File: src/fers_pkg.sv
// Shared types, codes and constants for the flash erase range sequencer.
`timescale 1ns / 1ps

package fers_pkg;

	localparam int unsigned DEFAULT_ADDR_BITS = 32;
	localparam int unsigned SIZE_W            = 26;
	localparam int unsigned WORD_W            = 32;

	localparam int unsigned SECTOR_BYTES = 4096;
	localparam int unsigned BLOCK_BYTES  = 65536;

	// Command codes of an input beat.
	localparam logic CMD_START = 1'b0;
	localparam logic CMD_DONE  = 1'b1;

	// Erase kinds.
	localparam logic KIND_SECTOR = 1'b0;
	localparam logic KIND_BLOCK  = 1'b1;

	// Status codes of a result beat.
	localparam logic [2:0] ST_ERASING    = 3'd0;
	localparam logic [2:0] ST_DONE       = 3'd1;
	localparam logic [2:0] ST_RANGE      = 3'd2;
	localparam logic [2:0] ST_ALIGN      = 3'd3;
	localparam logic [2:0] ST_FAILED     = 3'd4;
	localparam logic [2:0] ST_UNEXPECTED = 3'd5;

	typedef struct packed {
		logic              command;
		logic [WORD_W-1:0] start_address;
		logic [WORD_W-1:0] byte_count;
		logic              erase_failed;
	} req_t;

	typedef struct packed {
		logic [2:0]        status;
		logic              issue_erase;
		logic              erase_kind;
		logic [WORD_W-1:0] erase_address;
	} result_t;

endpackage

File: src/fers_in_stage.sv
// Input register stage: captures one request beat and holds it for the planner.
`timescale 1ns / 1ps

module fers_in_stage
	import fers_pkg::*;
(
	input  logic clk,
	input  logic arst_n,
	input  logic in_valid,
	output logic in_stall,
	input  req_t req_in,
	input  logic advance,
	output logic valid_s1,
	output req_t req_s1
);

	// The held beat moves on when the planner hands it to the result register.
	assign in_stall = valid_s1 && !advance;

	always_ff @(posedge clk or negedge arst_n) begin
		if (!arst_n) begin
			valid_s1 <= 1'b0;
		end else if (!in_stall) begin
			valid_s1 <= in_valid;
		end
	end

	always_ff @(posedge clk) begin
		if (!in_stall && in_valid) begin
			req_s1 <= req_in;
		end
	end

endmodule

File: src/fers_plan.sv
// Erase planner: checks requests, picks sector or block erases and keeps the job state.
`timescale 1ns / 1ps

module fers_plan
	import fers_pkg::*;
#(
	parameter int unsigned ADDR_BITS = DEFAULT_ADDR_BITS
) (
	input  logic              clk,
	input  logic              arst_n,
	input  logic              fire,
	input  req_t              req,
	input  logic [SIZE_W-1:0] dev_size,
	output result_t           result
);

	localparam logic [WORD_W:0]    SPACE    = (WORD_W+1)'(64'd1 << ADDR_BITS);
	localparam logic [ADDR_BITS:0] BLK_STEP = (ADDR_BITS+1)'(BLOCK_BYTES);
	localparam logic [ADDR_BITS:0] SEC_STEP = (ADDR_BITS+1)'(SECTOR_BYTES);

	logic                 active_q;
	logic [ADDR_BITS-1:0] cur_addr_q;
	logic [ADDR_BITS:0]   end_addr_q;
	logic                 blk_q;

	logic [WORD_W:0]      req_end;
	logic                 range_bad;
	logic                 align_bad;
	logic [ADDR_BITS:0]   next_addr;
	logic [ADDR_BITS-1:0] sel_cur;
	logic [ADDR_BITS:0]   sel_end;
	logic [ADDR_BITS:0]   remain;
	logic                 pick_blk;

	logic                 issue;
	logic [2:0]           st;
	logic                 active_d;

	// End of the requested range, formed one bit wider so it cannot wrap.
	assign req_end   = {1'b0, req.start_address} + {1'b0, req.byte_count};
	assign range_bad = (req_end > (WORD_W+1)'(dev_size)) || (req_end > SPACE);
	assign align_bad = (|req.start_address[11:0]) || (|req.byte_count[11:0]);

	// Address right after the erase that just finished.
	assign next_addr = {1'b0, cur_addr_q} + (blk_q ? BLK_STEP : SEC_STEP);

	// Candidate erase: a fresh request or the continuation of the running job.
	assign sel_cur  = (req.command == CMD_START) ? req.start_address[ADDR_BITS-1:0]
	                                             : next_addr[ADDR_BITS-1:0];
	assign sel_end  = (req.command == CMD_START) ? req_end[ADDR_BITS:0] : end_addr_q;
	assign remain   = sel_end - {1'b0, sel_cur};
	assign pick_blk = (sel_cur[15:0] == 16'd0) && (remain >= BLK_STEP);

	always_comb begin
		issue    = 1'b0;
		st       = ST_DONE;
		active_d = 1'b0;
		unique case (req.command)
			CMD_START: begin
				priority if (req.byte_count == '0) begin
					st = ST_DONE;
				end else if (range_bad) begin
					st = ST_RANGE;
				end else if (align_bad) begin
					st = ST_ALIGN;
				end else begin
					st       = ST_ERASING;
					issue    = 1'b1;
					active_d = 1'b1;
				end
			end
			CMD_DONE: begin
				priority if (!active_q) begin
					st = ST_UNEXPECTED;
				end else if (req.erase_failed) begin
					st = ST_FAILED;
				end else if (next_addr < end_addr_q) begin
					st       = ST_ERASING;
					issue    = 1'b1;
					active_d = 1'b1;
				end else begin
					st = ST_DONE;
				end
			end
			default: begin
				st = ST_DONE;
			end
		endcase
	end

	assign result.status        = st;
	assign result.issue_erase   = issue;
	assign result.erase_kind    = issue ? pick_blk : KIND_SECTOR;
	assign result.erase_address = issue ? WORD_W'(sel_cur) : '0;

	always_ff @(posedge clk or negedge arst_n) begin
		if (!arst_n) begin
			active_q   <= 1'b0;
			cur_addr_q <= '0;
			end_addr_q <= '0;
			blk_q      <= 1'b0;
		end else if (fire) begin
			// An unexpected completion leaves the idle state untouched.
			if (!(req.command == CMD_DONE && !active_q)) begin
				active_q <= active_d;
			end
			if (issue) begin
				cur_addr_q <= sel_cur;
				end_addr_q <= sel_end;
				blk_q      <= pick_blk;
			end
		end
	end

endmodule

File: src/fers_out_stage.sv
// Result register: holds one result beat until the consumer takes it.
`timescale 1ns / 1ps

module fers_out_stage
	import fers_pkg::*;
(
	input  logic    clk,
	input  logic    arst_n,
	input  logic    load_valid,
	input  result_t load_res,
	output logic    ready,
	output logic    valid_s2,
	input  logic    out_stall,
	output result_t res_s2
);

	assign ready = !valid_s2 || !out_stall;

	always_ff @(posedge clk or negedge arst_n) begin
		if (!arst_n) begin
			valid_s2 <= 1'b0;
		end else if (ready) begin
			valid_s2 <= load_valid;
		end
	end

	always_ff @(posedge clk) begin
		if (ready && load_valid) begin
			res_s2 <= load_res;
		end
	end

endmodule

File: src/flash_erase_range_sequencer_top.sv
// Top level of the flash erase range sequencer: ports, size register and stage wiring.
`timescale 1ns / 1ps

// Plans the erase of a byte range on a NOR flash as a series of 4 KiB sector
// and 64 KiB block erases. A start beat (command 0) carries an address and a
// length; it is checked in order for an empty length (done at once), a range
// end past the configured flash size or the address space (out of range), and
// 4 KiB misalignment. A good request immediately issues its first erase, a
// block erase when the address is 64 KiB aligned and at least 64 KiB remain,
// a sector erase otherwise. Each completion beat (command 1) then issues the
// next erase, reports done, or reports a failure; a completion while no job is
// running reports an unexpected completion. A start beat always abandons any
// running job. Every input beat yields exactly one result beat. The block
// takes one beat per cycle while out_stall is low: a beat is held in the
// input register, where the planner evaluates it against the job state, and
// its result is presented from the result register. in_stall rises only
// when the result register is full and stalled while the input register
// also holds a beat. The device size register resets to zero and is written
// through cfg_write_en and cfg_write_data; the user must write it only while
// the block is idle, as the block itself does not enforce this.

module flash_erase_range_sequencer_top
	import fers_pkg::*;
#(
	parameter int unsigned ADDR_BITS = DEFAULT_ADDR_BITS
) (
	input  logic              clk,
	input  logic              arst_n,

	input  logic              cfg_write_en,
	input  logic [SIZE_W-1:0] cfg_write_data,

	input  logic              in_valid,
	output logic              in_stall,
	input  logic              command,
	input  logic [WORD_W-1:0] start_address,
	input  logic [WORD_W-1:0] byte_count,
	input  logic              erase_failed,

	output logic              out_valid,
	input  logic              out_stall,
	output logic [2:0]        status,
	output logic              issue_erase,
	output logic              erase_kind,
	output logic [WORD_W-1:0] erase_address
);

	logic [SIZE_W-1:0] dev_size_q;

	req_t    req_in;
	req_t    req_s1;
	logic    valid_s1;
	logic    out_ready;
	logic    advance;
	result_t plan_res;
	result_t res_s2;

	// Device size used by the range check.
	always_ff @(posedge clk or negedge arst_n) begin
		if (!arst_n) begin
			dev_size_q <= '0;
		end else if (cfg_write_en) begin
			dev_size_q <= cfg_write_data;
		end
	end

	assign req_in.command       = command;
	assign req_in.start_address = start_address;
	assign req_in.byte_count    = byte_count;
	assign req_in.erase_failed  = erase_failed;

	// A held beat is planned and committed in the cycle the result register can take it.
	assign advance = valid_s1 && out_ready;

	fers_in_stage u_in_stage (
		.clk      (clk),
		.arst_n   (arst_n),
		.in_valid (in_valid),
		.in_stall (in_stall),
		.req_in   (req_in),
		.advance  (advance),
		.valid_s1 (valid_s1),
		.req_s1   (req_s1)
	);

	fers_plan #(
		.ADDR_BITS (ADDR_BITS)
	) u_plan (
		.clk      (clk),
		.arst_n   (arst_n),
		.fire     (advance),
		.req      (req_s1),
		.dev_size (dev_size_q),
		.result   (plan_res)
	);

	fers_out_stage u_out_stage (
		.clk        (clk),
		.arst_n     (arst_n),
		.load_valid (valid_s1),
		.load_res   (plan_res),
		.ready      (out_ready),
		.valid_s2   (out_valid),
		.out_stall  (out_stall),
		.res_s2     (res_s2)
	);

	assign status        = res_s2.status;
	assign issue_erase   = res_s2.issue_erase;
	assign erase_kind    = res_s2.erase_kind;
	assign erase_address = res_s2.erase_address;

endmodule
File: config.mk
export PLATFORM = sky130hd
export DESIGN_NAME = flash_erase_range_sequencer_top
export DESIGN_NICKNAME = d
export VERILOG_FILES = /design/src/fers_pkg.sv /design/src/fers_in_stage.sv /design/src/fers_plan.sv /design/src/fers_out_stage.sv /design/src/flash_erase_range_sequencer_top.sv
export SDC_FILE = /design/constraint.sdc
export NUM_CORES = 1
export LEC_CHECK = 0
export ABC_AREA = 1
export BUFFER_PORTS_ARGS = -buffer_cell sky130_fd_sc_hd__buf_2
export CAP_MARGIN = 20
export CELL_PAD_IN_SITES_DETAIL_PLACEMENT = 1
export CELL_PAD_IN_SITES_GLOBAL_PLACEMENT = 1
export CORE_MARGIN = 2
export CORE_UTILIZATION = 45
export DETAILED_ROUTE_END_ITERATION = 7
export PLACE_DENSITY_LB_ADDON = 0.1
export SLEW_MARGIN = 5
export SYNTH_ARGS = -nofsm -noshare
export SYNTH_HDL_FRONTEND = slang
export SYNTH_SLANG_ARGS = --single-unit
File: constraint.sdc
create_clock -name clk -period 5.95 [get_ports clk]
set_input_delay 1.4875 -clock clk [delete_from_list [all_inputs] [get_ports clk]]
set_output_delay 1.4875 -clock clk [all_outputs]
set_load 0.005 [all_outputs]
---- Word-level counts from Yosys, hierarchy flattened ----
Cells that the tools add are included.
word-level totals
  register bits after elaboration ......... 198
  output and inout bits ................... 39
  logic and storage cells ................. 60
operators by class
  add/sub/neg operators ................... 3
  $lt $le $gt $ge ......................... 4
  mux-type cells .......................... 17
  bitwise logic cells ..................... 2
  reduce and logical (&&, ||, !) cells .... 19
operators by type and width
  kind                    count
  $add A32 B32 Y33        1
  $add A32 B33 Y33        1
  $ge A33 B17 Y1 const B  1
  $gt A33 B26 Y1          1
  $gt A33 B33 Y1 const B  1
  $lt A33 B33 Y1          1
  $mux W33                1
  $sub A33 B32 Y33        1
  $logic_not A32 Y1       1
  $mux W32                1
  $reduce_or A12 Y1       2
  $mux W17                1
  $logic_not A16 Y1       1
  $mux W3                 4
  $mux W1                 7
  $pmux W3 S2             1
  $logic_and A1 B1 Y1     5
  $logic_not A1 Y1        5
  $reduce_and A2 Y1       2
  $logic_or A1 B1 Y1      3
  $mux W2                 1
  $not A1 Y1              2
  $pmux W1 S2             1

---- Depth between registers and ports, before layout ----
Gate-level depths: netlist of the first run.
  word-level depth ........................ 8
  gate-level depth with buffers ........... 35
  mapped depth without buffers ............ 34

---- Cells and area by module ----
A second synthesis of the first run with hierarchy kept.
unflattened totals
  cells, all modules ...................... 1856
  area, all modules ....................... 14032.2 um^2
by module, submodules not included
  module                           times used  cells an instance  area each (um^2)  sequential area each (um^2)
  fers_plan                        1           1629               9809.4            1676.6
  fers_in_stage                    1           73                 2039.5            2006.9
  fers_out_stage                   1           42                 1152.4            1136.1
  flash_erase_range_sequencer_top  1           112                1031.0            650.6

---- Worst setup path after synthesis of the first run ----
Ideal clock, no wire load.
  path type ............................... reg2reg
  start ................................... register, netlist name u_in_stage.req_s1[33]
  end ..................................... register u_plan.cur_addr_q[11]
  arrival time ............................ 4.173 ns
  required time ........................... 5.810 ns
  setup slack ............................. 1.637 ns
  cell stages (with the launch flop) ...... 28
  path buffers ............................ 2
  cell sequence ........................... edfxtp_1 ha_1 inv_1 fa_1 o21ai_2 nand2_2 nand3_2 inv_2 o21bai_1 a21oi_1 o21ai_0 a21oi_1 o21ai_0 xor2_1 ha_1 nand2_1 nor4_1 nand3_1 nor4_1 nand3_1 nand2_2 nand3_2 nand2_2 nand2_4 buf_6 buf_2 nand2_1 o21ai_1
RTL lines
  item                    line              RTL
  end signal: assignment  fers_plan.sv:108  cur_addr_q <= sel_cur;
  end: declaration        fers_plan.sv:22   logic [ADDR_BITS-1:0] cur_addr_q;

==> results.toml, run 1 <==
[run_status]
status = "completed"

[final_layout]
seq_area_um2 = 5470
multiInputGateArea_um2 = 6730
layout-drive-gt1-share_pct = 13.8
n_antenna_cell = 0
n_fill_cell = 3523
fin_nets = 1965
area_growth_pct = 12.6
fin_cells = 2142

[clocking]
cts.clk_slew.worst_paths_ps = 70
numClockSinks = 198
cts_max_path_buffers = 2
post-cts-setup-buffers = 0
clkLatencyLatePin_ps = 440
numCtsBuffers = 17
cts-root-buf = "clkbuf_16"
cts_tree = "done"
h-tree-depth = 4

[power_and_ir_drop]
seq_power_share_pct = 40.5
finalPower_mw = 3.89
pwr-share-clk_pct = 30.1
ir_drop_mv = 0.157
p_sw_mw = 1.37
p_comb_share_pct = 29.4
switching_share_pct = 35.1
power_density_nw_per_um2 = 262
internal_power_mw = 2.52
leakagePower_nw = 7.08

[yosys]
synth_edf_count = 103
syn_nets = 1832
yosys.area_share.simple_pct = 21.6
synth_top_area_share_pct = 23.4
synth.most_common_cell = "nand2_1"
synth_top_family_by_area = "simple AND/OR/NAND/NOR gates"
synth_cell_types = 50
syn_inst = 1612
synthMuxAreaShare_pct = 1.22
yosys_warnings = 0
synth-seq-area-share_pct = 41.4
netlist_area_um2 = 13200
synthTopCellsByCount = "nand2_1, inv_1, o21ai_0, ha_1, nor2_1"
synthFlopType = "edfxtp_1"
synth_fa_ha_area_share_pct = 11.8
synth.area.top_cells = "edfxtp_1, dfrtp_1, ha_1, nand2_1, inv_1"
synthXorXnorAreaFrac_pct = 2.45
yosys_register_bits = 198
synth-compound-area-share_pct = 13.9
async_flop_share_pct = 48.0
yosys.area.top_type = "edfxtp_1"
synth_area_per_cell_um2 = 8.19

[worst_setup_path]
critical_path.endpoint_type = "register"
r2r-start = "u_in_stage.req_s1[33]"
cp-startpoint = "u_in_stage.req_s1[33]"
arrival_ps = 5730
crit_type = "reg -> reg"
crit_fanout = 28
setup.worst_path.start_class = "register"
crit_required_ps = 6300

[sta]
min_period_ps = 5380
tns_ps = 0
finalSetupViolations = 0
clock.fmax_mhz = 186
worst_pin_slew_ps = 904
skew_ps = 14.2
drv_slew = 0
fin_crit_sh_pct = 90.4
final_hold_viol_count = 0
rsz0062_at_grt = "false"
relSlewSlack_pct = 39.1

[drt]
vias_per_cell = 5.54
drtPass1Iterations = 5
drt-total-wl_um = 41700
wl_per_cell_um = 19.5
vias = 11864
drtIter0Drc = 636
postRouteAntennaNets = 0
route.detailed.drc = 0

[floorplanning]
num_io_pins = 136
rows = 62
chipHeight_um = 175
chipWidth_um = 175
core_area_um2 = 28800
initial_utilization_pct = 45.9
dieArea_um2 = 30700

[grt]
grt_pass1_wl_um = 65800
antenna_found_initial = 0
grt_pass1_vias = 12139
grt_overflow = 0
grt_max_degree = 77
grt_util_all_layers_pct = 27.7

[min_path]
hold_start = "u_plan.end_addr_q[0]"
hold_path.class = "reg -> reg"

[place]
routabilityCongestion = 0.940
io_buffers = 135
dp_cells = 2110
dp_hpwl_um = 33400

[run]
drv_cap = 0
power groups by stage:
stage / combinational (mW) / sequential, mW / clock (mW)
5_1_grt: 1.28 / 1.58 / 1.23
2_1_floorplan: 0.730 / 1.59 / 0
3_5_place_dp: 1.12 / 1.60 / 0
3_3_place_gp: 1.09 / 1.60 / 0
4_1_cts: 1.13 / 1.57 / 1.19
6_report: 1.15 / 1.57 / 1.17
worst paths after layout:
path | to | slack, ps | cells after the start
max | u_plan.end_addr_q[7] | 570 | 27
min | u_plan.end_addr_q[0] | 510 | 2
max in group asynchronous | u_plan.cur_addr_q[10] | 3770 | 2
min reg2reg | u_plan.end_addr_q[0] | 510 | 2
max reg2reg | u_plan.end_addr_q[7] | 570 | 27
min in group asynchronous | dev_size_q[6] | 1090 | 1
kinds of logic after synthesis:
family,count (synthesis)
fa+ha+maj,123
simple gates,665
flops,198
xor+xnor,36
compound gates,326
mux,16
buf+inv,248
final cells by class:
cell class | instances | share of cell area [%]
Sequential cell | 198 | 36.8
Tap cell | 384 | 3.23
Timing Repair Buffer | 150 | 5.43
Clock inverter | 12 | 0.859
Multi-Input combinational cell | 1166 | 45.3
Clock buffer | 20 | 2.94
Inverter | 212 | 5.39
per-layer routing:
| metal | track usage (%) | routed length [um] | part of all wire [%] | vias up |
|---|---|---|---|---|
| met3 | 3.51 | 1700 | 4.1 | 56 |
| met1 | 40.0 | 20300 | 49 | 5813 |
| met4 | 7.99 | 1030 | 2.5 | 0 |
| li1 | - | - | - | 5698 |
| met5 | 0 | 0 | 0 | - |
| met2 | 43.8 | 18700 | 45 | 297 |
worst max-delay path, cell delays in order (launching register included):
cell      delay (ps)
edfxtp_1         380
ha_1             190
inv_1             60
fa_1             410
o21ai_2          290
nand2_2          120
nand3_2          120
inv_2             50
o21bai_1         220
a21oi_1          150
o21ai_1          280
a21oi_1          150
o21ai_0          210
xor2_1           360
ha_1             240
nand2_1          100
nor4_1           320
nand3_1          140
nor4_2           340
nand3_1          130
nand2_2          110
nand3_2           70
nand2_2          100
nand2_4           80
inv_6            260
buf_4            220
nand2_1           70
o21ai_0           90
state kept, by name (all words and copies together), names as in the netlist, named ones only:
name	flops
u_out_stage.valid_s2	1
u_plan.active_q	1
u_plan.blk_q	1
u_in_stage.valid_s1	1
u_plan.cur_addr_q	32
u_in_stage.req_s1	66
dev_size_q	26
u_plan.end_addr_q	32
u_out_stage.res_s2	37
placed cells by master, fill, tap and decap left out, types with 18 or more instances in the layout:
master,instances
nand4_1,23
nand3_1,65
ha_1,121
o21ai_1,31
buf_2,134
inv_1,208
nand2_2,24
o21ai_0,133
edfxtp_1,103
nor2_1,119
dfrtp_1,95
o21ai_2,22
nand2_1,375
a21oi_1,97
xor2_1,23
nor3_1,18
nor4_1,20
through the flow:
step / utilization, % / instance area [um^2] / hold WS, ps / worst slack (ps)
floorplan: - / 13200 / 434 / 1640
global placement: 49.6 / 14300 / 471 / 569
CTS: 51.6 / 14800 / 507 / 293
finish: 51.6 / 14900 / 507 / 573
global route: 51.6 / 14900 / 539 / 8.81
detailed placement: 49.6 / 14300 / 491 / 376
what timing repair did:
item / in CTS / in global routing
resized for setup: 0 / 5
endpoints found under the setup margin: 0 / 67
hold buffers: 0 / 0
Power figures use the tool's default switching activity.
==> run 2, diff against run 1 <==
REMOVE_ABC_BUFFERS = 1   (was not set)
==> results.toml, run 2 (synthesis results as in run 1) <==
[final_layout]
layout-drive-gt1-share_pct = 14.0
top_register = "u_in_stage.req_s1"
final_cell_mix = "nand2_1, inv_1, o21ai_0, buf_2, ha_1"
fin_area_um2 = 14900
area_growth_pct = 12.7
final_common_cell = "nand2_1"
top_regs = "u_in_stage.req_s1 (66), u_out_stage.res_s2 (37)"
fin_nets = 1962
largest_reg_flops = 66
n_antenna_cell = 0

[floorplanning]
num_io_pins = 136
initial_utilization_pct = 45.9
chipHeight_um = 175
dieArea_um2 = 30700
core_area_um2 = 28800
rows = 62
chipWidth_um = 175

[power_and_ir_drop]
ir_drop_mv = 0.146
p_comb_share_pct = 29.1
pwr-share-clk_pct = 30.6
leakagePower_nw = 7.09
switching_share_pct = 35.7
seq_power_share_pct = 40.3
p_sw_mw = 1.40
internal_power_mw = 2.52
power_density_nw_per_um2 = 263

[grt]
grt_overflow = 0
grt_pass1_vias = 12309
grt_util_all_layers_pct = 27.6
grt_max_degree = 77
antenna_found_initial = 1
grt_pass1_wl_um = 65600

[worst_setup_path]
r2r-start = "u_in_stage.req_s1[33]"
critPathSlowestCell = "fa_1"
cpPeakStageDelay_ps = 440
reg2reg_slack_ps = 500
arrival_ps = 5780
r2r_cells = 26
crit_type = "reg -> reg"
critical_path.endpoint_type = "register"
crit_required_ps = 6280
setup.worst_path.start_class = "register"
crit_fanout = 76

[sta]
final_hold_viol_count = 0
clock.fmax_mhz = 184
rsz0062_at_grt = "false"
relSlewSlack_pct = 39.9
worst_pin_slew_ps = 902
fin_crit_sh_pct = 91.6
min_period_ps = 5450
skew_ps = 10.5
tns_ps = 0
finalSetupViolations = 0
holdWs_ps = 506
drv_slew = 0

[clocking]
cts_tree = "done"
clkLatencyLatePin_ps = 460
cts.clk_slew.worst_paths_ps = 80
cts_max_path_buffers = 2
cts_hold_buf = 0
numClockSinks = 198
h-tree-depth = 4
numCtsBuffers = 17
cts-root-buf = "clkbuf_16"

[drt]
vias = 11790
drtPass1Iterations = 5
postRouteAntennaNets = 0
vias_per_cell = 5.51
drtIter0Drc = 805
drt-total-wl_um = 41300
wl_per_cell_um = 19.3
route.detailed.drc = 0

[min_path]
whs_path_depth = 2
hold_path.class = "reg -> reg"
worstHoldEndpoint = "u_out_stage.valid_s2"
hold_start = "u_in_stage.valid_s1"

[place]
routabilityCongestion = 0.965
io_buffers = 135
place_area_um2 = 14200
dp_hpwl_um = 32900

[run_status]
status = "completed"

[run]
drv_cap = 0
[run 2: cell types whose count changed in the layout (fill, tap and decap cells not counted)]
cell	previous run	this run
o21ai_1	31	30
inv_6	3	4
clkbuf_8	0	2
inv_8	0	3
buf_6	1	0
bufinv_16	2	1
clkbuf_1	3	0
o21ai_0	133	134
buf_4	14	11
clkinv_1	2	0
buf_16	0	1
[run 2: worst max-delay path, delay by kind of cell, from the launching register on]
| family | cells | cell delay [ps] |
|---|---|---|
| AO/OA/AOI/OAI | 7 | 1580 |
| flip-flops | 1 | 380 |
| adder cells (fa/ha/maj) | 3 | 870 |
| buffers and inverters | 3 | 490 |
| XOR/XNOR | 1 | 340 |
| AND/OR/NAND/NOR | 12 | 1650 |
[run 2: layout make-up]
class	count	area [um^2]
clock buffers	19	453
flip-flops and latches	198	5470
inverters	212	797
well taps	384	480
multi-input cells	1166	6730
clock inverters	13	136
repair buffers	147	801
fillers	3536	13900
[run 2: metrics by stage]
stage	util [%]	cells	worst slack [ps]	total power [mW]
after floorplan	-	1576	715	2.31
after global placement	49.5	2106	561	2.68
after detailed placement	49.5	2106	389	2.72
after CTS	51.6	2138	338	3.92
after global routing	51.7	2139	9.01	4.12
final	51.7	2139	502	3.91
[run 2: worst max-delay path by stage]
stage / cells past startpoint / slack (ps) / end / start
CTS: 24 / 340 / u_out_stage.res_s2[27] / u_in_stage.req_s1[33]
floorplan: 7 / 710 / register / out_stall
detailed placement: 24 / 390 / u_out_stage.res_s2[27] / u_in_stage.req_s1[33]
global route: 26 / 9 / register / u_in_stage.req_s1[44]
finish: 26 / 500 / register / u_in_stage.req_s1[33]
global placement: 24 / 560 / u_out_stage.res_s2[1] / u_in_stage.req_s1[44]
[run 2: power groups by stage]
stage                     Combinational [mW]  Sequential (mW)  Clock [mW]
after floorplan                        0.719             1.59           0
after global placement                  1.08             1.60           0
after detailed placement                1.11             1.60           0
after CTS                               1.13             1.57        1.22
after global routing                    1.28             1.58        1.26
final                                   1.14             1.57        1.20
[run 2: repair_timing]
| action | in CTS | in global routing |
|---|---|---|
| buffers inserted | 0 | 0 |
| endpoints found under the setup margin | 0 | 20 |
| gates resized for setup | 0 | 1 |
[run 2: routing by layer]
layer,vias up,GRT usage (%),share of wire (%)
met4,0,9.24,2.9
li1,5694,-,-
met3,61,3.18,4.4
met2,303,42.9,44
met1,5732,40.1,48
met5,-,0,0
